File: src/rtl/uscp_pkg.sv
// Shared types and constants for the UART sync command parser.
package uscp_pkg;

  localparam logic [15:0] SyncData  = 16'hAAAA;
  localparam logic [15:0] SyncParam = 16'hCCCC;
  localparam logic [15:0] SyncFile  = 16'hBBBB;
  localparam logic [15:0] SyncAfter = 16'h0101;

  localparam logic CmdByte    = 1'b0;
  localparam logic CmdFileEnd = 1'b1;

  localparam logic [1:0] ModeHandshake = 2'd0;
  localparam logic [1:0] ModeData      = 2'd1;
  localparam logic [1:0] ModeFile      = 2'd2;

  localparam logic [1:0] KindData  = 2'd0;
  localparam logic [1:0] KindParam = 2'd1;
  localparam logic [1:0] KindFile  = 2'd2;

  typedef struct packed {
    logic       cmd;
    logic [7:0] rx_byte;
  } item_t;

  typedef struct packed {
    logic        frame_done;
    logic [1:0]  frame_kind;
    logic        forward_request;
    logic [1:0]  op_mode;
    logic [15:0] standby_threshold;
    logic [7:0]  rx_channel;
    logic        in_frame;
  } res_t;

endpackage

File: src/rtl/uscp_if.sv
// Valid/ready channel interfaces for parser input beats and result beats.
interface uscp_in_if;
  logic       valid;
  logic       ready;
  logic       cmd;
  logic [7:0] rx_byte;

  modport source (output valid, output cmd, output rx_byte, input ready);
  modport sink   (input valid, input cmd, input rx_byte, output ready);
endinterface

interface uscp_out_if;
  logic        valid;
  logic        ready;
  logic        frame_done;
  logic [1:0]  frame_kind;
  logic        forward_request;
  logic [1:0]  op_mode;
  logic [15:0] standby_threshold;
  logic [7:0]  rx_channel;
  logic        in_frame;

  modport source (output valid, output frame_done, output frame_kind,
                  output forward_request, output op_mode, output standby_threshold,
                  output rx_channel, output in_frame, input ready);
  modport sink   (input valid, input frame_done, input frame_kind,
                  input forward_request, input op_mode, input standby_threshold,
                  input rx_channel, input in_frame, output ready);
endinterface

File: src/rtl/uscp_core.sv
// Parser state: sync shift register, frame capture and mode/parameter registers.
module uscp_core #(
  parameter int unsigned FRAME_BYTES = 8
) (
  input  logic            clk_i,
  input  logic            rst_ni,
  input  logic            accept_i,
  input  uscp_pkg::item_t item_i,
  output uscp_pkg::res_t  res_o
);

  localparam int unsigned IdxW = $clog2(FRAME_BYTES);
  localparam logic [IdxW-1:0] IdxLast = IdxW'(FRAME_BYTES - 1);
  localparam logic [IdxW-1:0] Idx0 = IdxW'(0);
  localparam logic [IdxW-1:0] Idx1 = IdxW'(1);
  localparam logic [IdxW-1:0] Idx2 = IdxW'(2);

  logic [15:0]     sync_q, sync_d;
  logic [IdxW-1:0] idx_q, idx_d;
  logic [7:0]      b0_q, b0_d, b1_q, b1_d, b2_q, b2_d;
  logic [1:0]      mode_q, mode_d;
  logic [15:0]     thr_q, thr_d;
  logic [7:0]      chan_q, chan_d;
  logic            is_sync;
  logic            done;
  logic [1:0]      kind;
  logic            fwd;

  assign is_sync = (sync_q == uscp_pkg::SyncData) || (sync_q == uscp_pkg::SyncParam) ||
                   (sync_q == uscp_pkg::SyncFile);

  always_comb begin
    sync_d = sync_q;
    idx_d  = idx_q;
    b0_d   = b0_q;
    b1_d   = b1_q;
    b2_d   = b2_q;
    mode_d = mode_q;
    thr_d  = thr_q;
    chan_d = chan_q;
    done   = 1'b0;
    kind   = uscp_pkg::KindData;
    fwd    = 1'b0;
    if (accept_i) begin
      if (item_i.cmd == uscp_pkg::CmdFileEnd) begin
        mode_d = uscp_pkg::ModeData;
      end else if (is_sync) begin
        if (idx_q == Idx0) b0_d = item_i.rx_byte;
        if (idx_q == Idx1) b1_d = item_i.rx_byte;
        if (idx_q == Idx2) b2_d = item_i.rx_byte;
        if (idx_q == IdxLast) begin
          idx_d  = Idx0;
          done   = 1'b1;
          sync_d = uscp_pkg::SyncAfter;
          case (sync_q)
            uscp_pkg::SyncData: begin
              kind   = uscp_pkg::KindData;
              fwd    = 1'b1;
              mode_d = uscp_pkg::ModeData;
            end
            uscp_pkg::SyncParam: begin
              kind   = uscp_pkg::KindParam;
              thr_d  = {b0_d, b1_d};
              chan_d = b2_d;
              mode_d = uscp_pkg::ModeHandshake;
            end
            default: begin
              kind   = uscp_pkg::KindFile;
              mode_d = uscp_pkg::ModeFile;
            end
          endcase
        end else begin
          idx_d = idx_q + Idx1;
        end
      end else begin
        sync_d = {sync_q[7:0], item_i.rx_byte};
        idx_d  = Idx0;
      end
    end
  end

  always_comb begin
    res_o.frame_done        = done;
    res_o.frame_kind        = kind;
    res_o.forward_request   = fwd;
    res_o.op_mode           = mode_d;
    res_o.standby_threshold = thr_d;
    res_o.rx_channel        = chan_d;
    res_o.in_frame          = (sync_d == uscp_pkg::SyncData) ||
                              (sync_d == uscp_pkg::SyncParam) ||
                              (sync_d == uscp_pkg::SyncFile);
  end

  always_ff @(posedge clk_i or negedge rst_ni) begin
    if (!rst_ni) begin
      sync_q <= '0;
      idx_q  <= '0;
      mode_q <= uscp_pkg::ModeHandshake;
      thr_q  <= 16'd1;
      chan_q <= 8'd1;
    end else begin
      sync_q <= sync_d;
      idx_q  <= idx_d;
      mode_q <= mode_d;
      thr_q  <= thr_d;
      chan_q <= chan_d;
    end
  end

  always_ff @(posedge clk_i) begin
    b0_q <= b0_d;
    b1_q <= b1_d;
    b2_q <= b2_d;
  end

endmodule

File: src/rtl/uart_sync_command_parser.sv
// Top level of the UART sync command parser with result register and skid stage.
//
//   channel  modport       beat
//   in_i     uscp_in_if    cmd, rx_byte
//   res_o    uscp_out_if   frame_done .. in_frame, one result per input beat
//
// One input beat per cycle while in_i.ready is high; results leave res_o in order.
// The parser state updates in the accepting cycle, so back-to-back beats see it.
// A result register plus a one-entry skid stage keep in_i.ready high while one
// result waits; ready drops only when both hold results.
// Reset clears the sync register, frame index and both result slots.
module uart_sync_command_parser #(
  parameter int unsigned FRAME_BYTES = 8
) (
  input  logic       clk_i,
  input  logic       rst_ni,
  uscp_in_if.sink    in_i,
  uscp_out_if.source res_o
);

  logic            accept;
  uscp_pkg::item_t item;
  uscp_pkg::res_t  res_new;
  uscp_pkg::res_t  out_q, out_d, skid_q, skid_d;
  logic            out_vld_q, out_vld_d, skid_vld_q, skid_vld_d;

  assign in_i.ready   = !skid_vld_q;
  assign accept       = in_i.valid && !skid_vld_q;
  assign item.cmd     = in_i.cmd;
  assign item.rx_byte = in_i.rx_byte;

  uscp_core #(
    .FRAME_BYTES(FRAME_BYTES)
  ) u_core (
    .clk_i   (clk_i),
    .rst_ni  (rst_ni),
    .accept_i(accept),
    .item_i  (item),
    .res_o   (res_new)
  );

  always_comb begin
    out_d      = out_q;
    skid_d     = skid_q;
    out_vld_d  = out_vld_q;
    skid_vld_d = skid_vld_q;
    if (skid_vld_q) begin
      if (res_o.ready) begin
        out_d      = skid_q;
        skid_vld_d = 1'b0;
      end
    end else if (accept) begin
      if (!out_vld_q || res_o.ready) begin
        out_d     = res_new;
        out_vld_d = 1'b1;
      end else begin
        skid_d     = res_new;
        skid_vld_d = 1'b1;
      end
    end else if (res_o.ready) begin
      out_vld_d = 1'b0;
    end
  end

  always_ff @(posedge clk_i or negedge rst_ni) begin
    if (!rst_ni) begin
      out_vld_q  <= 1'b0;
      skid_vld_q <= 1'b0;
    end else begin
      out_vld_q  <= out_vld_d;
      skid_vld_q <= skid_vld_d;
    end
  end

  always_ff @(posedge clk_i) begin
    out_q  <= out_d;
    skid_q <= skid_d;
  end

  assign res_o.valid             = out_vld_q;
  assign res_o.frame_done        = out_q.frame_done;
  assign res_o.frame_kind        = out_q.frame_kind;
  assign res_o.forward_request   = out_q.forward_request;
  assign res_o.op_mode           = out_q.op_mode;
  assign res_o.standby_threshold = out_q.standby_threshold;
  assign res_o.rx_channel        = out_q.rx_channel;
  assign res_o.in_frame          = out_q.in_frame;

endmodule

File: src/flat_wrapper.sv
// flat-port wrapper written by rule: the top's interface ports become plain ports
module uart_sync_command_parser_flat 
#(
  parameter int unsigned FRAME_BYTES = 8
)
  (clk_i, rst_ni, in_i_valid, in_i_cmd, in_i_rx_byte, in_i_ready, res_o_valid, res_o_frame_done, res_o_frame_kind, res_o_forward_request, res_o_op_mode, res_o_standby_threshold, res_o_rx_channel, res_o_in_frame, res_o_ready);
  uscp_in_if in_i_i ();
  uscp_out_if res_o_i ();
  input  logic clk_i;
  input  logic rst_ni;
  input wire logic [$bits(in_i_i.valid)-1:0] in_i_valid;
  input wire logic [$bits(in_i_i.cmd)-1:0] in_i_cmd;
  input wire logic [$bits(in_i_i.rx_byte)-1:0] in_i_rx_byte;
  output wire logic [$bits(in_i_i.ready)-1:0] in_i_ready;
  output wire logic [$bits(res_o_i.valid)-1:0] res_o_valid;
  output wire logic [$bits(res_o_i.frame_done)-1:0] res_o_frame_done;
  output wire logic [$bits(res_o_i.frame_kind)-1:0] res_o_frame_kind;
  output wire logic [$bits(res_o_i.forward_request)-1:0] res_o_forward_request;
  output wire logic [$bits(res_o_i.op_mode)-1:0] res_o_op_mode;
  output wire logic [$bits(res_o_i.standby_threshold)-1:0] res_o_standby_threshold;
  output wire logic [$bits(res_o_i.rx_channel)-1:0] res_o_rx_channel;
  output wire logic [$bits(res_o_i.in_frame)-1:0] res_o_in_frame;
  input wire logic [$bits(res_o_i.ready)-1:0] res_o_ready;
  assign in_i_i.valid = in_i_valid;
  assign in_i_i.cmd = in_i_cmd;
  assign in_i_i.rx_byte = in_i_rx_byte;
  assign in_i_ready = in_i_i.ready;
  assign res_o_valid = res_o_i.valid;
  assign res_o_frame_done = res_o_i.frame_done;
  assign res_o_frame_kind = res_o_i.frame_kind;
  assign res_o_forward_request = res_o_i.forward_request;
  assign res_o_op_mode = res_o_i.op_mode;
  assign res_o_standby_threshold = res_o_i.standby_threshold;
  assign res_o_rx_channel = res_o_i.rx_channel;
  assign res_o_in_frame = res_o_i.in_frame;
  assign res_o_i.ready = res_o_ready;
  uart_sync_command_parser #(.FRAME_BYTES(FRAME_BYTES)) u_core (.clk_i(clk_i), .rst_ni(rst_ni), .in_i(in_i_i), .res_o(res_o_i));
endmodule
File: config.mk
export PLATFORM = sky130hd
export DESIGN_NAME = uart_sync_command_parser_flat
export DESIGN_NICKNAME = d
export VERILOG_FILES = /design/src/rtl/uscp_pkg.sv /design/src/rtl/uscp_if.sv /design/src/rtl/uscp_core.sv /design/src/rtl/uart_sync_command_parser.sv /design/src/flat_wrapper.sv
export SDC_FILE = /design/constraint.sdc
export NUM_CORES = 1
export LEC_CHECK = 0
export BUFFER_PORTS_ARGS = -buffer_cell sky130_fd_sc_hd__clkbuf_2
export CORE_MARGIN = 2
export CORE_UTILIZATION = 64
export DETAILED_ROUTE_END_ITERATION = 6
export GPL_TIMING_DRIVEN = 0
export PLACE_DENSITY = 0.95
export SYNTH_ARGS = -nofsm -noshare
export SYNTH_HDL_FRONTEND = slang
export SYNTH_SLANG_ARGS = --single-unit
File: constraint.sdc
create_clock -name clk_i -period 5.6 [get_ports clk_i]
set_input_delay 0.84 -clock clk_i [delete_from_list [all_inputs] [get_ports clk_i]]
set_output_delay 0.84 -clock clk_i [all_outputs]
set_load 0.1 [all_outputs]
==> results.sh <==
export IMPL_htree_levels=4
export IMPL_cts_path_max_buffers=2
export IMPL_antenna_found_initial=0
export IMPL_synth_area_top_cells="edfxtp_1 (47%), dfrtp_1 (21%), nand2_1 (7.7%), mux2_2 (6.8%), mux2_1 (3.7%)"
export IMPL_cts_sinks=133
export IMPL_startpoint="u_core.skid_vld_q"
export IMPL_status="completed"
export IMPL_drt_initial_drc_count=374
export IMPL_ant_nets=0
export IMPL_synthFlopType="edfxtp_1"
export IMPL_cap_violations=0
export IMPL_path_max_fanout=10
export IMPL_p_total_mw=2.57
export IMPL_port_buffers=45
export IMPL_die_area_sq_um=9310
export IMPL_ios=46
export IMPL_diodes=0
export IMPL_syn_num_nets=430
export IMPL_totalNegativeSetupSlack_ns=0
export IMPL_arrival_ns=2.81
export IMPL_synth_async_reset_ratio_pct=35.3
export IMPL_grtUsageTotal_pct=28.2
export IMPL_netlist_instances=412
export IMPL_vias_per_cell=6.09
export IMPL_cts_resized=0
export IMPL_seq_area_frac_synth_pct=68.7
export IMPL_period_share_pct=65.2
export IMPL_fin_area_sq_um=6420
export IMPL_ir_worst_vdd_uv=308
export IMPL_wirelength_um=12100
export IMPL_die_w_um=96.5
export IMPL_cp_end_kind="output pin"
export IMPL_max_slew_margin_pct=18.2
export IMPL_clockRootBuffer="clkbuf_8"
export IMPL_dpl_hpwl_um=7240
export IMPL_synthTopCellsByCount="nand2_1 (113), edfxtp_1 (86), dfrtp_1 (45), mux2_2 (33), o21ai_1 (19)"
export IMPL_worst_r2r_path_depth=6
export IMPL_post_cts_buffers=0
export IMPL_p_leak_nw=2.72
export IMPL_cts_tree="done"
export IMPL_netlist_area_sq_um=5480
export IMPL_yosysMostFrequentCell="nand2_1"
export IMPL_worst_pin_slew_ns=1.23
export IMPL_hp_class="in2async"
export IMPL_clkTransAtPathRegs_ns=0.06
export IMPL_regToRegStartpoint="u_core.u_core.sync_q[5]"
export IMPL_crit_path_start_kind="flop"
export IMPL_ys_types=41
export IMPL_cts_buffers_inserted=17
export IMPL_drcViolationCount=0
export IMPL_final_nets=497
export IMPL_synth_seq_cells=133
export IMPL_crit_required_ns=4.76
export IMPL_first_pass_iters=7
export IMPL_placed_area_sq_um=5860
export IMPL_clock_latency_ns=0.52
export IMPL_hold_viol=0
export IMPL_rsz0062_at_grt="no"
export IMPL_grt_pass1_wl_um=18900
export IMPL_slew_violations=0
export IMPL_die_h_um=96.5
export IMPL_initial_core_util_pct=66.3
export IMPL_drive_above_1_share_pct=24.6
export IMPL_gp_congestion=0.881
export IMPL_path_class="reg2out"
export IMPL_grt_ovfl_total=0
export IMPL_core_sq_um=8260
export IMPL_setup_viol=0
export IMPL_n_fill_cell=488
export IMPL_worstReg2RegEnd="u_core.skid_q[25]"
export IMPL_clock_skew_ns=0.00937
export IMPL_num_rows=33
export IMPL_synth_avg_cell_area_sq_um=13.3
export IMPL_grt_pass1_vias=3726
export IMPL_via_count=3638
export IMPL_p_per_area_nw_per_um2=400
export IMPL_min_period_ns=3.65
export IMPL_cts_hold_buf=0
export IMPL_yosysWarnings=0
export IMPL_synth_top_cell_area_share_pct=47.2
export IMPL_synth_edf_count=86
export IMPL_fin_util_pct=77.7
export IMPL_fmax_mhz=274
export IMPL_wl_per_cell_um=20.3
export IMPL_rrSetupSlack_ns=2.41
export IMPL_holdWs_ns=0.255
export IMPL_grt_start_max_net_pins=48
export IMPL_area_growth_pct=17.2
export IMPL_synth_area_leader_cell="edfxtp_1"
==> cell usage in the layout, fill, tap and decap left out, types with 2 or more instances in the layout <==
cell	n
clkbuf_16	16
clkinvlp_4	2
dfstp_2	2
o21ai_0	3
o21ai_1	19
ha_1	5
edfxtp_1	86
nor4_1	5
nor3_1	3
mux2_2	33
nor2b_1	2
nand4_1	2
clkbuf_2	44
buf_4	2
nand2_1	113
inv_1	8
dfrtp_1	45
inv_6	6
nor4bb_1	5
clkinv_4	3
buf_6	2
nor2_1	10
nand4bb_1	3
a21oi_1	3
nand2b_1	4
clkbuf_1	14
clkinv_2	2
nand3_1	6
mux2_1	18
==> final cells by class <==
| cell class | count | area (sq um) | share of cell area (%) |
|---|---|---|---|
| multi-input combinational | 253 | 1610 | 25.1 |
| sequential | 133 | 3760 | 58.6 |
| clock buffer | 17 | 414 | 6.45 |
| tap | 105 | 131 | 2.05 |
| buffer | 18 | 82.6 | 1.29 |
| timing repair buffer | 48 | 272 | 4.23 |
| clock inverter | 15 | 119 | 1.85 |
| inverter | 8 | 30.0 | 0.468 |
==> sequential cells by signal (all words and copies together), names as in the netlist <==
register and count:
u_core.u_core.b0_q 8, u_core.u_core.b2_q 8, u_core.res_o.valid 1, u_core.res_o.rx_channel 8, u_core.skid_vld_q 1, u_core.u_core.chan_q 8, u_core.res_o.forward_request 1, u_core.u_core.thr_q 16
u_core.res_o.standby_threshold 16, u_core.u_core.mode_q 2, u_core.u_core.idx_q 3, u_core.u_core.b1_q 8, u_core.res_o.in_frame 1, u_core.skid_q 31, u_core.res_o.frame_done 1, u_core.res_o.frame_kind 2
u_core.u_core.sync_q 16, u_core.res_o.op_mode 2
==> report_power, final <==
part           switching [mW]  internal [mW]
registers              0.0411           1.12
clock network           0.438          0.553
logic                   0.343         0.0702
==> metrics by stage <==
step,setup slack (ns),std cells
final,1.95,597
after global placement,0.444,562
after floorplan,1.72,412
after CTS,1.99,596
after global routing,1.85,597
after detailed placement,2.47,564
==> kinds of logic after synthesis <==
family                   count (synthesis)  synth area share, %
buffers and inverters                   26                 2.06
flip-flops                             133                 68.7
AO/OA/AOI/OAI                           36                 3.98
multiplexers                            52                 10.7
AND/OR/NAND/NOR                        160                 13.5
adder cells (fa/ha/maj)                  5                 1.14
==> metal layers <==
layer | wire length (um) | vias to the layer above | track usage (%)
met5 | 0 | - | 0
met4 | 303 | 0 | 12.2
met3 | 716 | 39 | 6.75
met2 | 6340 | 177 | 48.0
met1 | 4770 | 1815 | 34.7
li1 | - | 1607 | -
==> worst max-delay path, stage by stage, from the launching register on <==
cell,delay (ns)
dfrtp_1,0.36
clkbuf_1,0.23
inv_1,0.22
clkbuf_1,0.51
clkbuf_1,0.42
clkbuf_2,0.54
==> worst max-delay path by stage <==
stage                                    to  slack [ns]
after floorplan            u_core.skid_q[0]        1.72
after global placement     u_core.skid_q[5]        0.44
after detailed placement  u_core.skid_q[25]        2.47
after CTS                        in_i_ready        1.99
after global routing             in_i_ready        1.85
final                            in_i_ready        1.95
Power figures use the tool's default switching activity.
